===== src/rtl/framed_packet_receiver_crc8_core_defines.svh =====
// assertion helpers used by the rtl engine
`ifndef FRAMED_PACKET_RECEIVER_CRC8_CORE_DEFINES_SVH
`define FRAMED_PACKET_RECEIVER_CRC8_CORE_DEFINES_SVH

// same-cycle implication, checked outside reset
`define FRPR_ASSERT_SAME(name, clk, rstn, ante, cons) \
    name: assert property (@(posedge clk) disable iff (!(rstn)) (ante) |-> (cons)) \
        else $error("frpr check failed: name");

// next-cycle implication, checked outside reset
`define FRPR_ASSERT_NEXT(name, clk, rstn, ante, cons) \
    name: assert property (@(posedge clk) disable iff (!(rstn)) (ante) |=> (cons)) \
        else $error("frpr check failed: name");

`endif


===== src/rtl/frpr_pkg.sv =====
`timescale 1ns / 1ps

package frpr_pkg;

    // field widths
    localparam int GAP_W      = 16;
    localparam int LIM_W      = 20;
    localparam int CFG_DATA_W = 20;
    localparam int CFG_IDX_W  = 2;
    localparam int POS_W      = 3;

    // default counter width
    localparam int COUNTER_BITS_DEF = 20;

    // protocol constants
    localparam logic [7:0] START_BYTE = 8'hAA;
    localparam logic [7:0] CRC_POLY   = 8'h31;
    localparam logic [7:0] CRC_INIT   = 8'hFF;

    // frame positions: hunting, type byte, four value bytes, crc byte
    localparam logic [POS_W-1:0] POS_HUNT  = 3'd0;
    localparam logic [POS_W-1:0] POS_TYPE  = 3'd1;
    localparam logic [POS_W-1:0] POS_VAL0  = 3'd2;
    localparam logic [POS_W-1:0] POS_VAL1  = 3'd3;
    localparam logic [POS_W-1:0] POS_VAL2  = 3'd4;
    localparam logic [POS_W-1:0] POS_VAL3  = 3'd5;
    localparam logic [POS_W-1:0] POS_CRC   = 3'd6;

    // register reset values
    localparam logic [GAP_W-1:0] GAP_RST      = 16'd200;
    localparam logic [LIM_W-1:0] SILENCE_RST  = 20'd20000;
    localparam logic [LIM_W-1:0] INTERVAL_RST = 20'd2000;

    typedef enum logic {
        KIND_BYTE = 1'b0,
        KIND_TICK = 1'b1
    } kind_t;

    typedef enum logic [1:0] {
        EV_GOOD     = 2'd0,
        EV_CRC_FAIL = 2'd1,
        EV_PING     = 2'd2
    } event_t;

    typedef enum logic [CFG_IDX_W-1:0] {
        CFG_GAP      = 2'd0,
        CFG_SILENCE  = 2'd1,
        CFG_INTERVAL = 2'd2
    } cfg_idx_t;

    typedef struct packed {
        logic [GAP_W-1:0] gap_limit;
        logic [LIM_W-1:0] silence_limit;
        logic [LIM_W-1:0] ping_interval;
    } cfg_regs_t;

    typedef struct packed {
        event_t      ev;
        logic [7:0]  pkt_type;
        logic [31:0] pkt_value;
    } result_t;

    // one byte of crc-8, msb first
    function automatic logic [7:0] crc8_byte(input logic [7:0] crc, input logic [7:0] data);
        logic [7:0] c;
        c = crc ^ data;
        for (int b = 0; b < 8; b++)
        begin
            c = c[7] ? ({c[6:0], 1'b0} ^ CRC_POLY) : {c[6:0], 1'b0};
        end
        return c;
    endfunction

endpackage


===== src/rtl/frpr_item_if.sv =====
`timescale 1ns / 1ps

interface frpr_item_if;
    logic       valid;
    logic       ready;
    logic       kind;
    logic [7:0] rx_byte;

    modport source (output valid, output kind, output rx_byte, input ready);
    modport sink   (input valid, input kind, input rx_byte, output ready);
endinterface


===== src/rtl/frpr_result_if.sv =====
`timescale 1ns / 1ps

interface frpr_result_if;
    logic        valid;
    logic        ready;
    logic [1:0]  event_res;
    logic [7:0]  pkt_type;
    logic [31:0] pkt_value;

    modport source (output valid, output event_res, output pkt_type, output pkt_value,
                    input ready);
    modport sink   (input valid, input event_res, input pkt_type, input pkt_value,
                    output ready);
endinterface


===== src/rtl/frpr_cfg_if.sv =====
`timescale 1ns / 1ps

interface frpr_cfg_if;
    logic                            valid;
    logic                            ready;
    logic [frpr_pkg::CFG_IDX_W-1:0]  reg_index;
    logic [frpr_pkg::CFG_DATA_W-1:0] wdata;

    modport source (output valid, output reg_index, output wdata, input ready);
    modport sink   (input valid, input reg_index, input wdata, output ready);
endinterface


===== src/rtl/frpr_cfg.sv =====
`timescale 1ns / 1ps

module frpr_cfg (
    input  logic                 clk,
    input  logic                 rst_n,
    frpr_cfg_if.sink             cfg,
    output frpr_pkg::cfg_regs_t  regs
);

    frpr_pkg::cfg_regs_t regs_reg;
    frpr_pkg::cfg_regs_t regs_next;

    // writes are always taken
    assign cfg.ready = 1'b1;

    // register decode, unknown index ignored
    always_comb
    begin
        regs_next = regs_reg;
        if (cfg.valid)
        begin
            case (frpr_pkg::cfg_idx_t'(cfg.reg_index))
                frpr_pkg::CFG_GAP:
                    regs_next.gap_limit = cfg.wdata[frpr_pkg::GAP_W-1:0];
                frpr_pkg::CFG_SILENCE:
                    regs_next.silence_limit = cfg.wdata[frpr_pkg::LIM_W-1:0];
                frpr_pkg::CFG_INTERVAL:
                    regs_next.ping_interval = cfg.wdata[frpr_pkg::LIM_W-1:0];
                default:
                    regs_next = regs_reg;
            endcase
        end
    end

    always_ff @(posedge clk or negedge rst_n)
    begin
        if (!rst_n)
        begin
            regs_reg.gap_limit     <= frpr_pkg::GAP_RST;
            regs_reg.silence_limit <= frpr_pkg::SILENCE_RST;
            regs_reg.ping_interval <= frpr_pkg::INTERVAL_RST;
        end
        else
        begin
            regs_reg <= regs_next;
        end
    end

    assign regs = regs_reg;

endmodule


===== src/rtl/frpr_engine.sv =====
`timescale 1ns / 1ps
`include "framed_packet_receiver_crc8_core_defines.svh"

module frpr_engine #(
    parameter int COUNTER_BITS = frpr_pkg::COUNTER_BITS_DEF
) (
    input  logic                 clk,
    input  logic                 rst_n,
    input  logic                 step,
    input  frpr_pkg::kind_t      kind,
    input  logic [7:0]           rx_byte,
    input  frpr_pkg::cfg_regs_t  regs,
    output logic                 res_valid,
    output frpr_pkg::result_t    res
);

    localparam int CMP_W = (COUNTER_BITS > frpr_pkg::LIM_W) ? COUNTER_BITS : frpr_pkg::LIM_W;

    logic [frpr_pkg::POS_W-1:0] pos_reg, pos_next;
    logic [7:0]                 crc_reg, crc_next;
    logic [7:0]                 type_reg, type_next;
    logic [31:0]                value_reg, value_next;
    logic [COUNTER_BITS-1:0]    since_byte_reg, since_byte_next;
    logic [COUNTER_BITS-1:0]    since_ping_reg, since_ping_next;
    logic [COUNTER_BITS-1:0]    since_byte_inc, since_ping_inc;
    logic                       byte_step;
    logic                       start_step;
    logic                       crc_step;
    logic                       ping_out;
    logic                       frame_out;

    // saturating tick counts
    assign since_byte_inc = (since_byte_reg == '1) ? since_byte_reg
                                                   : since_byte_reg + 1'b1;
    assign since_ping_inc = (since_ping_reg == '1) ? since_ping_reg
                                                   : since_ping_reg + 1'b1;

    // one word per call: byte framing or tick timing
    always_comb
    begin
        pos_next        = pos_reg;
        crc_next        = crc_reg;
        type_next       = type_reg;
        value_next      = value_reg;
        since_byte_next = since_byte_reg;
        since_ping_next = since_ping_reg;
        res_valid       = 1'b0;
        res.ev          = frpr_pkg::EV_GOOD;
        res.pkt_type    = 8'h00;
        res.pkt_value   = 32'h0;
        if (step)
        begin
            if (kind == frpr_pkg::KIND_BYTE)
            begin
                since_byte_next = '0;
                if (rx_byte == frpr_pkg::START_BYTE)
                begin
                    // start byte always restarts the frame
                    pos_next = frpr_pkg::POS_TYPE;
                    crc_next = frpr_pkg::CRC_INIT;
                end
                else if (pos_reg == frpr_pkg::POS_CRC)
                begin
                    pos_next  = frpr_pkg::POS_HUNT;
                    res_valid = 1'b1;
                    if (rx_byte == crc_reg)
                    begin
                        res.ev        = frpr_pkg::EV_GOOD;
                        res.pkt_type  = type_reg;
                        res.pkt_value = value_reg;
                    end
                    else
                    begin
                        res.ev = frpr_pkg::EV_CRC_FAIL;
                    end
                end
                else if (pos_reg != frpr_pkg::POS_HUNT)
                begin
                    crc_next = frpr_pkg::crc8_byte(crc_reg, rx_byte);
                    pos_next = pos_reg + 1'b1;
                    case (pos_reg)
                        frpr_pkg::POS_TYPE: type_next         = rx_byte;
                        frpr_pkg::POS_VAL0: value_next[7:0]   = rx_byte;
                        frpr_pkg::POS_VAL1: value_next[15:8]  = rx_byte;
                        frpr_pkg::POS_VAL2: value_next[23:16] = rx_byte;
                        frpr_pkg::POS_VAL3: value_next[31:24] = rx_byte;
                        default:            type_next         = type_reg;
                    endcase
                end
            end
            else
            begin
                since_byte_next = since_byte_inc;
                since_ping_next = since_ping_inc;
                // gap drop
                if (pos_reg != frpr_pkg::POS_HUNT &&
                    CMP_W'(since_byte_inc) > CMP_W'(regs.gap_limit))
                begin
                    pos_next = frpr_pkg::POS_HUNT;
                end
                // ping when silent and the last ping is old enough
                if (CMP_W'(since_byte_inc) > CMP_W'(regs.silence_limit) &&
                    CMP_W'(since_ping_inc) > CMP_W'(regs.ping_interval))
                begin
                    since_ping_next = '0;
                    res_valid       = 1'b1;
                    res.ev          = frpr_pkg::EV_PING;
                end
            end
        end
    end

    // control state
    always_ff @(posedge clk or negedge rst_n)
    begin
        if (!rst_n)
        begin
            pos_reg        <= frpr_pkg::POS_HUNT;
            since_byte_reg <= '0;
            since_ping_reg <= '0;
        end
        else
        begin
            pos_reg        <= pos_next;
            since_byte_reg <= since_byte_next;
            since_ping_reg <= since_ping_next;
        end
    end

    // frame payload and running crc
    always_ff @(posedge clk)
    begin
        crc_reg   <= crc_next;
        type_reg  <= type_next;
        value_reg <= value_next;
    end

    // terms for the checks below
    assign byte_step  = step && kind == frpr_pkg::KIND_BYTE;
    assign start_step = byte_step && rx_byte == frpr_pkg::START_BYTE;
    assign crc_step   = byte_step && pos_reg == frpr_pkg::POS_CRC;
    assign ping_out   = res_valid && res.ev == frpr_pkg::EV_PING;
    assign frame_out  = res_valid && res.ev != frpr_pkg::EV_PING;

    `FRPR_ASSERT_SAME(a_pos_range, clk, rst_n, 1'b1, pos_reg <= frpr_pkg::POS_CRC)
    `FRPR_ASSERT_SAME(a_ping_on_tick, clk, rst_n, ping_out, kind == frpr_pkg::KIND_TICK)
    `FRPR_ASSERT_SAME(a_frame_end, clk, rst_n, frame_out, crc_step)
    `FRPR_ASSERT_NEXT(a_start_restart, clk, rst_n, start_step, pos_reg == frpr_pkg::POS_TYPE)

endmodule


===== src/rtl/frpr_out_reg.sv =====
`timescale 1ns / 1ps

module frpr_out_reg (
    input  logic               clk,
    input  logic               rst_n,
    input  logic               load,
    input  frpr_pkg::result_t  res,
    output logic               free,
    frpr_result_if.source      result
);

    logic              valid_reg, valid_next;
    frpr_pkg::result_t data_reg;

    // slot can take a word when empty or being drained
    assign free = !valid_reg || result.ready;

    always_comb
    begin
        valid_next = valid_reg;
        if (load)
        begin
            valid_next = 1'b1;
        end
        else if (result.ready)
        begin
            valid_next = 1'b0;
        end
    end

    always_ff @(posedge clk or negedge rst_n)
    begin
        if (!rst_n)
        begin
            valid_reg <= 1'b0;
        end
        else
        begin
            valid_reg <= valid_next;
        end
    end

    always_ff @(posedge clk)
    begin
        if (load)
        begin
            data_reg <= res;
        end
    end

    assign result.valid     = valid_reg;
    assign result.event_res = data_reg.ev;
    assign result.pkt_type  = data_reg.pkt_type;
    assign result.pkt_value = data_reg.pkt_value;

endmodule


===== src/rtl/framed_packet_receiver_crc8_core.sv =====
`timescale 1ns / 1ps
// channel  | role   | handshake     | payload
// item     | sink   | valid/ready   | kind, rx_byte
// result   | source | valid/ready   | event_res, pkt_type, pkt_value
// cfg      | sink   | valid/ready   | reg_index, wdata (ready always high)
//
// one word per cycle sustained while the result slot is free: input register,
// framing, crc and timer logic in the engine, then the result register. a word
// waits in the input register, then its result is loaded into the result slot.
// the crc is kept as a running byte-wise value that folds in each framed byte.
// reset clears frame position, both ms counters, valid flags and the registers
// to their defaults. a stalled result holds; the input register still moves
// whenever the result slot is empty or draining.

module framed_packet_receiver_crc8_core #(
    parameter int COUNTER_BITS = frpr_pkg::COUNTER_BITS_DEF
) (
    input  logic           clk,
    input  logic           rst_n,
    frpr_item_if.sink      item,
    frpr_result_if.source  result,
    frpr_cfg_if.sink       cfg
);

    logic                in_valid_reg, in_valid_next;
    frpr_pkg::kind_t     kind_reg;
    logic [7:0]          byte_reg;
    logic                out_free;
    logic                step;
    logic                res_valid;
    frpr_pkg::result_t   res;
    frpr_pkg::cfg_regs_t regs;

    // input register advances when the engine can hand off its result
    assign step       = in_valid_reg && out_free;
    assign item.ready = !in_valid_reg || out_free;

    always_comb
    begin
        in_valid_next = in_valid_reg;
        if (item.valid && item.ready)
        begin
            in_valid_next = 1'b1;
        end
        else if (step)
        begin
            in_valid_next = 1'b0;
        end
    end

    always_ff @(posedge clk or negedge rst_n)
    begin
        if (!rst_n)
        begin
            in_valid_reg <= 1'b0;
        end
        else
        begin
            in_valid_reg <= in_valid_next;
        end
    end

    always_ff @(posedge clk)
    begin
        if (item.valid && item.ready)
        begin
            kind_reg <= frpr_pkg::kind_t'(item.kind);
            byte_reg <= item.rx_byte;
        end
    end

    frpr_cfg u_cfg (
        .clk   (clk),
        .rst_n (rst_n),
        .cfg   (cfg),
        .regs  (regs)
    );

    frpr_engine #(
        .COUNTER_BITS (COUNTER_BITS)
    ) u_engine (
        .clk       (clk),
        .rst_n     (rst_n),
        .step      (step),
        .kind      (kind_reg),
        .rx_byte   (byte_reg),
        .regs      (regs),
        .res_valid (res_valid),
        .res       (res)
    );

    frpr_out_reg u_out (
        .clk    (clk),
        .rst_n  (rst_n),
        .load   (res_valid),
        .res    (res),
        .free   (out_free),
        .result (result)
    );

endmodule


===== src/flat_wrapper.sv =====
// flat-port wrapper written by rule: the top's interface ports become plain ports
module framed_packet_receiver_crc8_core_flat 
#(
    parameter int COUNTER_BITS = frpr_pkg::COUNTER_BITS_DEF
)
  (clk, rst_n, item_valid, item_kind, item_rx_byte, item_ready, result_valid, result_event_res, result_pkt_type, result_pkt_value, result_ready, cfg_valid, cfg_reg_index, cfg_wdata, cfg_ready);
  frpr_item_if item_i ();
  frpr_result_if result_i ();
  frpr_cfg_if cfg_i ();
  input  logic clk;
  input  logic rst_n;
  input wire logic [$bits(item_i.valid)-1:0] item_valid;
  input wire logic [$bits(item_i.kind)-1:0] item_kind;
  input wire logic [$bits(item_i.rx_byte)-1:0] item_rx_byte;
  output wire logic [$bits(item_i.ready)-1:0] item_ready;
  output wire logic [$bits(result_i.valid)-1:0] result_valid;
  output wire logic [$bits(result_i.event_res)-1:0] result_event_res;
  output wire logic [$bits(result_i.pkt_type)-1:0] result_pkt_type;
  output wire logic [$bits(result_i.pkt_value)-1:0] result_pkt_value;
  input wire logic [$bits(result_i.ready)-1:0] result_ready;
  input wire logic [$bits(cfg_i.valid)-1:0] cfg_valid;
  input wire logic [$bits(cfg_i.reg_index)-1:0] cfg_reg_index;
  input wire logic [$bits(cfg_i.wdata)-1:0] cfg_wdata;
  output wire logic [$bits(cfg_i.ready)-1:0] cfg_ready;
  assign item_i.valid = item_valid;
  assign item_i.kind = item_kind;
  assign item_i.rx_byte = item_rx_byte;
  assign item_ready = item_i.ready;
  assign result_valid = result_i.valid;
  assign result_event_res = result_i.event_res;
  assign result_pkt_type = result_i.pkt_type;
  assign result_pkt_value = result_i.pkt_value;
  assign result_i.ready = result_ready;
  assign cfg_i.valid = cfg_valid;
  assign cfg_i.reg_index = cfg_reg_index;
  assign cfg_i.wdata = cfg_wdata;
  assign cfg_ready = cfg_i.ready;
  framed_packet_receiver_crc8_core #(.COUNTER_BITS(COUNTER_BITS)) u_core (.clk(clk), .rst_n(rst_n), .item(item_i), .result(result_i), .cfg(cfg_i));
endmodule

===== config.mk =====
export PLATFORM = sky130hd
export DESIGN_NAME = framed_packet_receiver_crc8_core_flat
export DESIGN_NICKNAME = d
export VERILOG_FILES = /design/src/rtl/frpr_pkg.sv /design/src/rtl/frpr_item_if.sv /design/src/rtl/frpr_result_if.sv /design/src/rtl/frpr_cfg_if.sv /design/src/rtl/frpr_cfg.sv /design/src/rtl/frpr_engine.sv /design/src/rtl/frpr_out_reg.sv /design/src/rtl/framed_packet_receiver_crc8_core.sv /design/src/flat_wrapper.sv
export VERILOG_INCLUDE_DIRS = /design/src /design/src/rtl
export SDC_FILE = /design/constraint.sdc
export NUM_CORES = 1
export LEC_CHECK = 0
export ABC_CLOCK_PERIOD_IN_PS = 5000
export BUFFER_PORTS_ARGS = -buffer_cell sky130_fd_sc_hd__buf_2
export CAP_MARGIN = 0
export CORE_ASPECT_RATIO = 0.75
export CORE_MARGIN = 2
export CORE_UTILIZATION = 40
export CTS_BUF_LIST = sky130_fd_sc_hd__clkbuf_8
export DETAILED_ROUTE_END_ITERATION = 8
export SYNTH_ARGS = -nofsm -noshare
export SYNTH_HDL_FRONTEND = slang
export SYNTH_SLANG_ARGS = --single-unit

===== constraint.sdc =====
create_clock -name clk -period 5 [get_ports clk]
set_input_delay 0.25 -clock clk [delete_from_list [all_inputs] [get_ports clk]]
set_output_delay 0.25 -clock clk [all_outputs]
set_load 0.02 [all_outputs]

==> results.cfg <==
[place]
finalWeightedCongestion = 0.8223
place_ws_ns = 0.7522
port_buffers = 79
hpwl_um = 15580

[clock_tree]
postCtsSetupBuffers = 0
cts_buffers = 17
cts_sinks = 200
htreeDepth = 4
tritoncts = done
clockRootBuffer = clkbuf_8
clock_path_buffers = 2
clk_pin_slew_ns = 0.11
clock_latency_ns = 0.48

[yosys]
synthSimpleGateAreaFrac_pct = 15.80
synth_cell_types = 65
synthAdderAreaFrac_pct = 7.226
synth_edf_count = 99
ys_seq_area_share_pct = 54.01
synth_cells = 908
synthArstFlopShare_pct = 50.50
synthXorXnorAreaFrac_pct = 5.315
synth_top_family_by_area = simple AND/OR/NAND/NOR gates
synthesis.area_um2 = 10220
ys.flop_type = edfxtp_1
synth.area.mux_share_pct = 6.650
ys_ff_latch = 200
synth.avg_cell_area_um2 = 11.25
synth_compound_area_share_pct = 6.871
synth_nets = 1003
yosysWarningCount = 0

[sta]
tightest_slew_ns = 1.204
slew_headroom_pct = 19.46
post-route-min-period_ns = 4.305
finalSetupViolCount = 0
worst_slack_ns = 0.6948
grt_setup_unrepaired = no
fin_tns_setup_ns = 0
hold_viol = 0
fin_crit_sh_pct = 86.10
timing.fmax_ghz = 0.2323
finClkSkew_ns = 0.01586
drv_slew = 0

[worst_setup_path]
rr_worst_depth = 13
r2r_slack_ns = 0.69
cp-end-kind = register
critPathLaunchType = register
timing.rr.end = u_core.u_out.result.pkt_type[5]$_SDFFCE_PP0P_
r2r_start = u_core.u_engine.since_ping_reg[4]$_DFFE_PN0P_
crit_type = register to register
endpoint = u_core.u_out.result.pkt_type[5]$_SDFFCE_PP0P_
cp_data_arrival_time_ns = 4.43
cp.required_ns = 5.13
cp_max_fo = 42
startpoint = u_core.u_engine.since_ping_reg[4]$_DFFE_PN0P_

[hold_path]
hold_class = primary input to register
holdPathStages = 3
min_from = cfg_wdata[7]

[finish]
final_common_cell = edfxtp_1
postLayoutCoreUtil_pct = 46.06
fin_nets = 1089
largest_reg_flops = 56
antenna_cells = 0
area_delta_synth_final_pct = 12.81
mostFrequentLayoutCells = edfxtp_1 (99), dfrtp_1 (87), nand2_1 (85)
layout-drive-gt1-share_pct = 20.36

[grt]
grt_antenna_before_repair = 0
grt_max_degree = 73
grt_pass1_wl_um = 35670
track_usage_pct = 17.18
grt_pass1_vias = 6494
grt_overflow_total = 0

[detailed_routing]
wl_per_cell_um = 16.25
drt_iter0_markers = 407
postRouteAntennaNets = 0
postRouteWirelength_um = 21850
dr.max_layer_used = met4
route.detailed.drc = 0
via_count = 6720
viasPerCell = 4.996
wl_met2_um = 9431
wl_met3_um = 723
wl_met1_um = 11440
first_pass_iters = 5

[floorplanning]
core_um2 = 25020
start_util_pct = 40.83
rows = 50
io_pins = 81
die-width_um = 188.5
die_y_um = 142.4
dieArea_um2 = 26850

[pwr]
vdd_drop_max_mv = 0.1965
p_per_area_nw_per_um2 = 343.0
p_leak_nw = 5.097

[run]
cap_viol_max_count = 0

[status]
status = finished, final reports clean
-- critical path, cell delays in order, from the launching register on --
cell and delay [ns]:
dfrtp_1 0.49, nand4_2 0.25, or3_4 0.45, nor4_4 0.31
nand2b_1 0.32, nor2_1 0.10, xor2_1 0.18, ha_1 0.33
nand4_1 0.12, nor4_1 0.43, a211o_1 0.20, o211a_2 0.19
nand2b_2 0.11, buf_4 0.45
-- kinds of logic (layout without fill, tap and decap cells) --
| kind of cell | after synthesis | in the layout |
|---|---|---|
| xor gates and xnor gates | 62 | 62 |
| DFF | 200 | 200 |
| buffers and inverters | 103 | 202 |
| AOI/OAI and AO/OA | 116 | 116 |
| muxes | 62 | 62 |
| other | 1 | 1 |
| adders and majority gates | 59 | 59 |
| and+or+nand+nor | 305 | 305 |
-- layout make-up --
type	instances	area, um^2
clock buffer	17	234.0
clock inverter	15	175.2
fill	2336	13500
inverter	64	240.2
multi-input combinational	605	4299
sequential	200	5518
tap	338	422.9
timing repair buffer	106	635.6
-- cells in the mapped netlist, drive strengths merged (3+ instances only) --
library cell | instances | area [um^2]
and3 | 6 | 37.54
o21a | 3 | 22.52
nor2b | 5 | 31.28
and2 | 45 | 281.5
and4 | 3 | 26.28
nor4b | 3 | 26.28
mux2 | 47 | 529.3
a31oi | 4 | 25.02
inv | 64 | 240.2
nand2 | 86 | 325.3
xnor2 | 42 | 367.9
nor3 | 21 | 110.1
clkbuf | 26 | 98.84
nand2b | 6 | 37.54
nor2 | 59 | 221.5
ha | 59 | 738.2
nand3 | 21 | 110.1
dfrtp | 87 | 2177
o21ai | 44 | 220.2
or3 | 3 | 23.77
nor4 | 9 | 77.57
xor2 | 20 | 175.2
nand4 | 29 | 239.0
dfstp | 14 | 367.9
a21oi | 31 | 155.2
a21o | 6 | 45.04
edfxtp | 99 | 2973
buf | 13 | 78.82
nand3b | 3 | 22.52
mux2i | 15 | 150.1
o211ai | 4 | 30.03
a211oi | 8 | 60.06
-- worst min path at each step --
stage / endpoint / slack (ns)
after global placement: u_core.byte_reg[3]$_DFFE_PP_ / 0.43
after detailed placement: u_core.byte_reg[2]$_DFFE_PP_ / 0.43
after global routing: u_core.u_cfg.regs[47]$_DFFE_PN1P_ / 0.005
after floorplan: u_core.in_valid_reg$_DFFE_PN0P_ / -0.05
final: u_core.u_cfg.regs[47]$_DFFE_PN1P_ / 0.03
after CTS: u_core.u_cfg.regs[52]$_DFFE_PN0P_ / 0.002
-- metrics by stage --
step           power [W]  area, um^2  cells  hold WS [ns]
2_1_floorplan   0.002693       10220    908      -0.04559
3_3_place_gp    0.002897       10980   1299        0.4261
3_5_place_dp    0.002919       10980   1299        0.4283
4_1_cts         0.003990       11500   1343      0.001974
5_1_grt         0.004203       11520   1345      0.005361
6_report        0.003953       11520   1345       0.02921
-- routing by layer --
layer	vias to the layer above	track usage (%)
met5	-	0
met4	0	4.359
met3	15	3.328
met2	109	25.10
met1	3251	26.05
li1	3345	-
-- where the power goes --
group | switching, W | total, W | internal (W)
Clock | 0.000637 | 0.00106 | 0.000423
Combinational | 0.000451 | 0.000821 | 0.000370
Sequential | 0.000141 | 0.00207 | 0.00193
-- timing repair --
item	in CTS	in global routing
resized for setup	0	0
hold buffers	12	2
endpoints found under the hold margin	75	2
Power figures use the tool's default switching activity.
